**src/sv/assert_macros.svh**
```systemverilog
// assertion macros shared by the rtl
`ifndef ASSERT_MACROS_SVH
`define ASSERT_MACROS_SVH
`define ASSERT_IMPL(lbl, clk, rst, ante, cons, msg) \
   lbl: assert property (@(posedge clk) disable iff (rst) (ante) |-> (cons)) else $error(msg);
`define ASSERT_NEXT(lbl, clk, rst, ante, cons, msg) \
   lbl: assert property (@(posedge clk) disable iff (rst) (ante) |=> (cons)) else $error(msg);
`endif

```
**src/sv/abkf_pkg.sv**
```systemverilog
// package of constants and types for the angle bias kalman filter
`default_nettype none
package abkf_pkg;
   localparam int DATA_WIDTH    = 32;
   localparam int RATE_WIDTH    = 16;
   localparam int CFG_FRAC_BITS = 24;
   localparam int COV_FRAC_BITS = 24;
   localparam int CSR_IDX_WIDTH = 2;

   localparam logic [CSR_IDX_WIDTH-1:0] CSR_ANGLE_NOISE = 2'd0;
   localparam logic [CSR_IDX_WIDTH-1:0] CSR_BIAS_NOISE  = 2'd1;
   localparam logic [CSR_IDX_WIDTH-1:0] CSR_MEAS_NOISE  = 2'd2;
   localparam logic [CSR_IDX_WIDTH-1:0] CSR_TIME_STEP   = 2'd3;

   localparam logic [31:0] RST_ANGLE_NOISE = 32'd16777;
   localparam logic [31:0] RST_BIAS_NOISE  = 32'd50332;
   localparam logic [31:0] RST_MEAS_NOISE  = 32'd8388608;
   localparam logic [31:0] RST_TIME_STEP   = 32'd335544;

   typedef logic signed [DATA_WIDTH-1:0] word_type;

   // divider control
   typedef struct packed {
      logic        start;
      logic [63:0] dividend;
      logic [63:0] divisor;
   } div_req_type;

   function automatic logic signed [65:0] sat32(input logic signed [65:0] v);
      if (v > 66'sd2147483647) return 66'sd2147483647;
      if (v < -66'sd2147483648) return -66'sd2147483648;
      return v;
   endfunction
endpackage
`default_nettype wire

```
**src/sv/abkf_divider.sv**
```systemverilog
// restoring unsigned divider, one quotient bit per cycle
`default_nettype none
module abkf_divider (
   input  wire logic                 clock,
   input  wire logic                 reset,
   input  wire abkf_pkg::div_req_type req,
   output logic                      busy,
   output logic [63:0]               quotient
);
   logic [63:0]  quo_ff, quo_in;
   logic [63:0]  rem_ff, rem_in;
   logic [63:0]  dsr_ff, dsr_in;
   logic [6:0]   cnt_ff, cnt_in;
   logic [64:0]  trial;

   always_comb begin
      quo_in = quo_ff;
      rem_in = rem_ff;
      dsr_in = dsr_ff;
      cnt_in = cnt_ff;
      trial  = {rem_ff, quo_ff[63]} - {1'b0, dsr_ff};
      if (req.start) begin
         quo_in = req.dividend;
         rem_in = '0;
         dsr_in = req.divisor;
         cnt_in = 7'd64;
      end else if (cnt_ff != 7'd0) begin
         if (!trial[64]) begin
            rem_in = trial[63:0];
            quo_in = {quo_ff[62:0], 1'b1};
         end else begin
            rem_in = {rem_ff[62:0], quo_ff[63]};
            quo_in = {quo_ff[62:0], 1'b0};
         end
         cnt_in = cnt_ff - 7'd1;
      end
   end

   always_ff @(posedge clock) begin
      quo_ff <= quo_in;
      rem_ff <= rem_in;
      dsr_ff <= dsr_in;
      if (reset) cnt_ff <= '0;
      else cnt_ff <= cnt_in;
   end

   assign busy     = (cnt_ff != 7'd0);
   assign quotient = quo_ff;
endmodule
`default_nettype wire

```
**config.mk**
```make
export PLATFORM = sky130hd
export DESIGN_NAME = abkf_divider
export DESIGN_NICKNAME = d
export VERILOG_FILES = /design/src/sv/assert_macros.svh /design/src/sv/abkf_pkg.sv /design/src/sv/abkf_divider.sv
export SDC_FILE = /design/constraint.sdc
export NUM_CORES = 1
export LEC_CHECK = 0
export BUFFER_PORTS_ARGS = -buffer_cell sky130_fd_sc_hd__buf_2
export CORE_ASPECT_RATIO = 1.75
export CORE_MARGIN = 2
export CORE_UTILIZATION = 52
export DETAILED_ROUTE_END_ITERATION = 8
export PLACE_DENSITY = 0.77
export SLEW_MARGIN = 20
export SYNTH_ARGS = -nofsm -noshare
export SYNTH_HDL_FRONTEND = slang
export SYNTH_SLANG_ARGS = --single-unit
```
**constraint.sdc**
```tcl
create_clock -name clock -period 3 [get_ports clock]
set_clock_uncertainty 0.05 [all_clocks]
set_input_delay 0.6 -clock clock [delete_from_list [all_inputs] [get_ports clock]]
set_output_delay 0.6 -clock clock [all_outputs]
set_load 0.05 [all_outputs]
```
After elaboration in Yosys (flattened, before gate mapping)
Cells that the tools add are included.
- add/sub/neg operators: 2
- muxes and demuxes: 6
- reduce and logical (&&, ||, !) cells: 3
- operators by type and width (cell ; number):
    64-bit two-way mux ; 3
    65-bit by 64-bit subtractor with 65-bit output ; 1
    7-bit two-way mux ; 2
    7-bit nonzero test ; 1
    7-bit by 1-bit subtractor with 7-bit output (second input constant) ; 1
    2-bit nonzero test ; 1
    2-bit OR reduction ; 1
    1-bit two-way mux ; 1
- word-level logic and storage cells: 16
- input port bits: 131
- register bits: 199
- output and inout port bits: 65

Depth between registers and ports, before layout
Gate-level depths: netlist of run 1.
- depth in word-level cells: 4
- gate-level depth with buffers: 14
- depth with buffers taken out: 12

Worst setup path after synthesis of run 1
No wires, ideal clock.
- kind: register to register
- start point: register quo_ff[63], in the netlist quotient[63]
- end point: register rem_ff[17]
- period minus slack after synthesis: 3.594 ns
- setup time: 0.089 ns
- slack: -0.594 ns
- cell stages (with the launch flop): 14
- buffers on the path: 1
- arrival: 3.455 ns
- data required time: 2.861 ns
- path through: edfxtp_1 inv_1 ha_1 fa_1 nand2b_1 a21o_1 a211oi_1 o2111ai_1 a41o_1 o21ba_2 nand2_2 clkbuf_1 nand2_1 a311oi_2
- word-level cells in the longest chain between the ends: 2
- ends and longest elaborated chain (what ; RTL line ; RTL):
    from (decl) ; abkf_divider.sv:10 ; logic [63:0] quo_ff, quo_in;
    from (signal assigned) ; abkf_divider.sv:40 ; quo_ff <= quo_in;
    65-bit by 64-bit subtractor with 65-bit output ; abkf_divider.sv:21 ; trial = {rem_ff, quo_ff[63]} - {1'b0, dsr_ff};
    64-bit two-way mux ; abkf_divider.sv:28 ; if (!trial[64]) begin
    to (signal assigned) ; abkf_divider.sv:41 ; rem_ff <= rem_in;
    to (decl) ; abkf_divider.sv:11 ; logic [63:0] rem_ff, rem_in;
Every way passes these cells.
A chain may end at the register's enable or synchronous reset.

Worst setup path in the final report of run 1
- start point: register dsr_ff[0]
- end point: register rem_ff[41]
- word-level cells in the longest chain between the ends: 2
- ends and longest elaborated chain (what ; RTL line ; RTL):
    from (decl) ; abkf_divider.sv:12 ; logic [63:0] dsr_ff, dsr_in;
    from (signal assigned) ; abkf_divider.sv:42 ; dsr_ff <= dsr_in;
    65-bit by 64-bit subtractor with 65-bit output ; abkf_divider.sv:21 ;
    64-bit two-way mux ; abkf_divider.sv:28 ;
Every way passes these cells.

==> impl_metrics.env, run 1 <==
export IMPL_finalSetupViolCount=65
export IMPL_cap_viol_max_count=0
export IMPL_synth_warnings=0
export IMPL_holdPathEnd="dsr_ff[12]"
export IMPL_path_depth=13
export IMPL_synthArstFlopShare_pct=0
export IMPL_rsz0062_at_grt="true"
export IMPL_synth_cell_types=80
export IMPL_finish_utilization_pct=71.13
export IMPL_worst_ep_required_time_ns=3.32
export IMPL_power_frac_seq_pct=23.9
export IMPL_placementRows=74
export IMPL_cpLargestDelayFamily="compound AO/OA/AOI/OAI gates"
export IMPL_die_area_sq_um=25060
export IMPL_min_from="req[12]"
export IMPL_syn_area_sq_um=12360
export IMPL_worst_r2r_startpoint="dsr_ff[0]"
export IMPL_vias=11550
export IMPL_ctsHoldBuffers=0
export IMPL_p_leak_nw=7.257
export IMPL_yosysTopAreaCell="edfxtp_1"
export IMPL_power_mw=18.33
export IMPL_grt_ovfl_total=0
export IMPL_cts_buffers=17
export IMPL_numClockSinks=199
export IMPL_status="finished, violations left"
export IMPL_fmax_mhz=306.1
export IMPL_wl_per_cell_microns=18.96
export IMPL_clockBufferDepth=2
export IMPL_drive_above_1_share_pct=41.15
export IMPL_worstReg2RegEnd="rem_ff[41]"
export IMPL_cpPeakStageDelay_ns=0.38
export IMPL_grt_pass1_vias=11970
export IMPL_netlist_top_cells_area="edfxtp_1 31%, dfxtp_1 12%, ha_1 6.6%, mux2_2 5.8%, a21oi_1 4.1%"
export IMPL_path_cells="ha_2 > fa_2 > nand2b_4 > a21o_1 > a211oi_4 > o2111ai_2 > a211o_1 > and3_4 > nor2_8 > buf_4 > clkbuf_16 > nand2_2 > a311oi_2"
export IMPL_start_util_pct=52.95
export IMPL_critPathLaunchType="flop"
export IMPL_slew_headroom_pct=43.88
export IMPL_setup_ws_ns=-0.2667
export IMPL_grt_first_pass_wirelength_microns=58210
export IMPL_drt_iter0_markers=714
export IMPL_tightest_slew_ns=0.8418
export IMPL_post_route_period_util_pct=108.9
export IMPL_grt_total_usage_pct=29.45
export IMPL_drt_drc_violations_left=0
export IMPL_grt_max_degree=100
export IMPL_io_buffers=195
export IMPL_htreeDepth=4
export IMPL_dp_hpwl_microns=27260
export IMPL_reg2regPathDepth=13
export IMPL_yosysMostFrequentCell="edfxtp_1"
export IMPL_synth_seq_cells=199
export IMPL_synth_top_area_share_pct=31.11
export IMPL_fp_dieW_microns=120.5
export IMPL_layout_min_cycle_time_ns=3.267
export IMPL_power_frac_comb_pct=62.6
export IMPL_synth_cells=1276
export IMPL_crit_path_end_kind="flop"
export IMPL_path_buf_inv=2
export IMPL_synth_seq_area_share_pct=42.61
export IMPL_yosys_top_cells_count="128 x edfxtp_1, 121 x nand2_1, 102 x a21oi_1, 102 x nor2_1, 88 x inv_1"
export IMPL_synth_edff_count=128
export IMPL_syn_nets=1473
export IMPL_cts_root_buf="clkbuf_16"
export IMPL_gp_congestion=0.9401
export IMPL_drv_slew=0
export IMPL_hold_path_class="input pin to flop"
export IMPL_hold_violations=0
export IMPL_worstPathMaxFanout=7
export IMPL_areaGrowthSynthToFinish_pct=34.33
export IMPL_cts_tree="built"
export IMPL_arrival_ns=3.59
export IMPL_post_drt_via_cell_ratio=5.845
export IMPL_powerDensity_nw_per_um2=1104
export IMPL_crit_path_top_delay_cell="edfxtp_1"
export IMPL_nFillCells=1714
export IMPL_r2r_slack_ns=-0.27
export IMPL_switching_share_pct=45.78
export IMPL_ir_drop_v=0.0008185
export IMPL_fin_nets=1856
export IMPL_power_internal_mw=9.936
export IMPL_criticalPathCategory="flop to flop"
export IMPL_drt_pass1_iterations=5
export IMPL_syn_avg_cell_area_sq_um=9.683
export IMPL_power_switching_mw=8.390
export IMPL_insertion_delay_ns=0.47
export IMPL_wl_microns=37460
export IMPL_coreArea_sq_um=23330
export IMPL_cts_clk_slew_worst_paths_ns=0.08
export IMPL_io_pins=196
export IMPL_die_y_microns=207.9
export IMPL_grt_antenna_before_repair=0
export IMPL_ant_nets=0
export IMPL_synth_ff_type="edfxtp_1"
export IMPL_violations="negative setup slack"
export IMPL_whs_path_depth=1
export IMPL_diodes=0
export IMPL_power_frac_clock_pct=13.5
==> power by group through the flow <==
| stage | Combinational (mW) | Clock [mW] | Sequential (mW) |
|---|---|---|---|
| 2_1_floorplan | 5.66 | 0 | 5.37 |
| 3_3_place_gp | 9.82 | 0 | 4.35 |
| 3_5_place_dp | 10.0 | 0 | 4.36 |
| 4_1_cts | 10.6 | 2.49 | 4.35 |
| 5_1_grt | 12.2 | 2.57 | 4.46 |
| 6_report | 11.5 | 2.48 | 4.38 |
==> cell type report <==
class / instances / area, sq um / area share (%)
clock buffers: 23 / 479.2 / 2.887
well taps: 304 / 380.4 / 2.292
flip-flops and latches: 199 / 5265 / 31.72
clock inverters: 9 / 137.6 / 0.8292
repair buffers: 435 / 2942 / 17.72
inverters: 89 / 335.3 / 2.020
multi-input cells: 917 / 7058 / 42.53
==> worst register-to-register path, stage by stage, from the launching register on <==
cell and delay, ns:
edfxtp_1 0.38, ha_2 0.21, fa_2 0.34, nand2b_4 0.15, a21o_1 0.22, a211oi_4 0.28, o2111ai_2 0.18, a211o_1 0.35
and3_4 0.20, nor2_8 0.19, buf_4 0.17, clkbuf_16 0.15, nand2_2 0.05, a311oi_2 0.26
==> logic make-up after synthesis <==
kind of cell / share of synthesized area (%)
compound gates: 19.84
buf+inv: 5.722
xor+xnor: 3.615
mux: 5.995
fa+ha+maj: 6.744
simple gates: 15.47
flops: 42.61
==> timing repair <==
action                                  4_1_cts  5_1_grt
setup buffers                                11        8
resized for setup                            56       67
endpoints found under the setup margin       65       65
gates cloned                                  1        1
pin swaps                                    19       29
==> state kept, by name, indices dropped and copies added (netlist names) <==
name and cells:
dsr_ff 64, quotient 64, rem_ff 64, cnt_ff 7
==> per-stage QoR <==
step                      hold slack [ns]  instances  area [sq um]  setup slack [ns]  setup TNS [ns]
final                              0.2542       1976         16600           -0.2667          -11.43
after CTS                          0.2404       1967         16140           -0.1971          -7.037
after floorplan                    0.4039       1276         12440           -0.3301          -17.27
after detailed placement           0.4468       1923         15110           -0.2715          -9.710
after global routing               0.2458       1976         16600           -0.3374          -15.75
after global placement             0.4404       1923         15110           -0.2530          -5.161
==> worst max-delay path by stage <==
stage / from / slack (ns) / end
after floorplan: quotient[63] / -0.33 / rem_ff[42]
after global placement: dsr_ff[16] / -0.25 / rem_ff[61]
after detailed placement: dsr_ff[14] / -0.27 / rem_ff[61]
after CTS: dsr_ff[0] / -0.20 / rem_ff[13]
after global routing: dsr_ff[0] / -0.34 / rem_ff[54]
final: dsr_ff[0] / -0.27 / rem_ff[41]
==> placed cells by master (no fill, tap or decap), types with 12 or more instances in the layout <==
| master | instances |
|---|---|
| a21o_1 | 22 |
| a21oi_1 | 88 |
| a21oi_2 | 13 |
| a311oi_2 | 33 |
| buf_2 | 194 |
| buf_4 | 219 |
| buf_6 | 13 |
| clkbuf_16 | 19 |
| dfxtp_1 | 71 |
| edfxtp_1 | 128 |
| ha_1 | 54 |
| inv_1 | 88 |
| mux2_2 | 64 |
| nand2_1 | 117 |
| nand2_2 | 23 |
| nand3_1 | 14 |
| nand4_1 | 24 |
| nor2_1 | 98 |
| nor3_1 | 17 |
| o21a_1 | 13 |
| o21ai_0 | 52 |
| or3_1 | 12 |
| xnor2_1 | 25 |
| xor2_1 | 23 |
==> metal layers <==
| metal | GRT usage (%) | vias to the layer above | share of wire (%) |
|---|---|---|---|
| met2 | 54.37 | 455 | 53 |
| met1 | 30.07 | 5495 | 35 |
| met3 | 5.071 | 155 | 5.0 |
| li1 | - | 5444 | - |
| met4 | 18.24 | 0 | 6.3 |
| met5 | 0 | - | 0 |
Power figures use the tool's default switching activity.
==> run 2: changes to the inputs <==
Settings changed: CORE_MARGIN 2 to 1.
==> run 2 against run 1 <==
Compared with the run above: the flow still finishes with violations (negative setup slack); sequential share of layout area decreased by 0.44 points; flip-flop and latch count unchanged; sequential power decreased by 1%; global-route usage increased by 0.40 points; die area decreased by 2.6%; clock-buffer cell count decreased by 4; routed wire length increased by 3.9%; power increased by 3.5%.
==> impl_metrics.env, run 2 (same netlist as run 1, synthesis figures left out) <==
export IMPL_status="finished, violations left"
export IMPL_violations="negative setup slack"
export IMPL_met3_usage_pct=5.988
export IMPL_hold_path_class="input pin to flop"
export IMPL_layout_min_cycle_time_ns=3.489
export IMPL_cts_buffers=17
export IMPL_busiest_layer="met2"
export IMPL_fin_nets=1883
export IMPL_fp_dieW_microns=118.5
export IMPL_diodes=0
export IMPL_ctsHoldBuffers=0
export IMPL_slew_headroom_pct=44.54
export IMPL_crit_path_end_kind="flop"
export IMPL_fin_cells=2003
export IMPL_vias=11850
export IMPL_worst_ep_required_time_ns=3.32
export IMPL_tightest_slew_ns=0.8318
export IMPL_htreeDepth=4
export IMPL_drt_pass1_iterations=5
export IMPL_grt_max_degree=78
export IMPL_drv_slew=0
export IMPL_drt_drc_violations_left=0
export IMPL_arrival_ns=3.81
export IMPL_final_common_cell="buf_4"
export IMPL_cts_tree="built"
export IMPL_criticalPathCategory="flop to flop"
export IMPL_gp_congestion=0.9381
export IMPL_use_met1_pct=29.57
export IMPL_grt_total_usage_pct=29.84
export IMPL_layout_common_cells="234 x buf_4, 194 x buf_2, 128 x edfxtp_1"
export IMPL_dp_hpwl_microns=26640
export IMPL_cts_root_buf="clkbuf_16"
export IMPL_io_buffers=195
export IMPL_seq_area_sq_um=5265
export IMPL_areaGrowthSynthToFinish_pct=36.23
export IMPL_grt_pass1_vias=11910
export IMPL_wl_per_cell_microns=19.43
export IMPL_nFillCells=1674
export IMPL_io_pins=196
export IMPL_drive_above_1_share_pct=42.79
export IMPL_grtUsageMet2_pct=55.72
export IMPL_place_inst=1937
export IMPL_whs_ns=0.2573
export IMPL_die_y_microns=205.9
export IMPL_critPathLaunchType="flop"
export IMPL_fmax_mhz=286.6
export IMPL_grt_first_pass_wirelength_microns=56900
export IMPL_p_leak_nw=7.452
export IMPL_setup_tns_final_ns=-20.99
export IMPL_cts_clk_slew_worst_paths_ns=0.09
export IMPL_ir_drop_v=0.0006725
export IMPL_die_area_sq_um=24410
export IMPL_powerDensity_nw_per_um2=1127
export IMPL_placementRows=74
export IMPL_grt_antenna_before_repair=0
export IMPL_post_drt_via_cell_ratio=5.918
export IMPL_clockBufferDepth=2
export IMPL_power_mw=18.97
export IMPL_rsz0062_at_grt="true"
export IMPL_coreArea_sq_um=23330
export IMPL_hold_violations=0
export IMPL_worstPathMaxFanout=3
export IMPL_numClockSinks=199
export IMPL_ant_nets=0
export IMPL_finalSetupViolCount=65
export IMPL_drt_iter0_markers=805
export IMPL_multi_input_area_sq_um=7013
export IMPL_insertion_delay_ns=0.46
export IMPL_post_route_period_util_pct=116.3
export IMPL_setup_ws_ns=-0.4894
export IMPL_start_util_pct=52.95
export IMPL_cap_viol_max_count=0
export IMPL_wl_microns=38920
export IMPL_grt_ovfl_total=0
[run 2: final timing paths]
kind | startpoint | end | slack [ns] | depth (start not counted)
setup / recovery | quotient[63] | rem_ff[46] | -0.49 | 15
hold reg to reg | rem_ff[32] | rem_ff[33] | 0.47 | 2
setup reg to reg | quotient[63] | rem_ff[46] | -0.49 | 15
hold / removal | req[58] | dsr_ff[58] | 0.26 | 1
[run 2: where the power goes]
part	switching (mW)	total, mW	leakage, nW	internal, mW
logic	7.17	12.3	5.29	5.10
registers	0.505	4.33	1.87	3.82
clock network	1.13	2.37	0.290	1.24
[run 2: timing repair]
item,CTS,global route
buffers inserted,14,14
gates resized for setup,60,90
pin swaps,22,42
endpoints found under the setup margin,65,65
cloned,4,7
[run 2: layout make-up]
cell class / instances / share of cell area [%]
Multi-Input combinational cell: 917 / 41.66
Sequential cell: 199 / 31.28
Timing Repair Buffer: 462 / 19.27
Clock buffer: 19 / 2.758
Tap cell: 304 / 2.260
Inverter: 89 / 1.992
Clock inverter: 13 / 0.7731
[run 2: metal layers]
metal  vias to the layer above  routed length [microns]
met5                         -                        0
met4                         0                     2814
met3                       199                     2614
met2                       612                    19890
met1                      5537                    13600
li1                       5505                        -
[run 2: critical path: stages (launching register included)]
cell,delay (ns)
edfxtp_1,0.38
inv_1,0.07
ha_2,0.18
fa_2,0.35
nand2b_4,0.16
a21o_1,0.21
buf_4,0.14
a21o_1,0.17
a31oi_1,0.18
buf_4,0.17
a211oi_2,0.10
buf_4,0.18
o21ai_0,0.52
xor2_1,0.22
nand2_1,0.09
a211oi_2,0.21
[run 2: stage by stage]
step | util (%) | cell area [sq um] | setup WS, ns
after detailed placement | 65.18 | 15210 | -0.2721
after global routing | 72.14 | 16830 | -0.5814
after CTS | 69.83 | 16290 | -0.2081
after global placement | 65.18 | 15210 | -0.2014
after floorplan | - | 12440 | -0.3301
final | 72.14 | 16830 | -0.4894
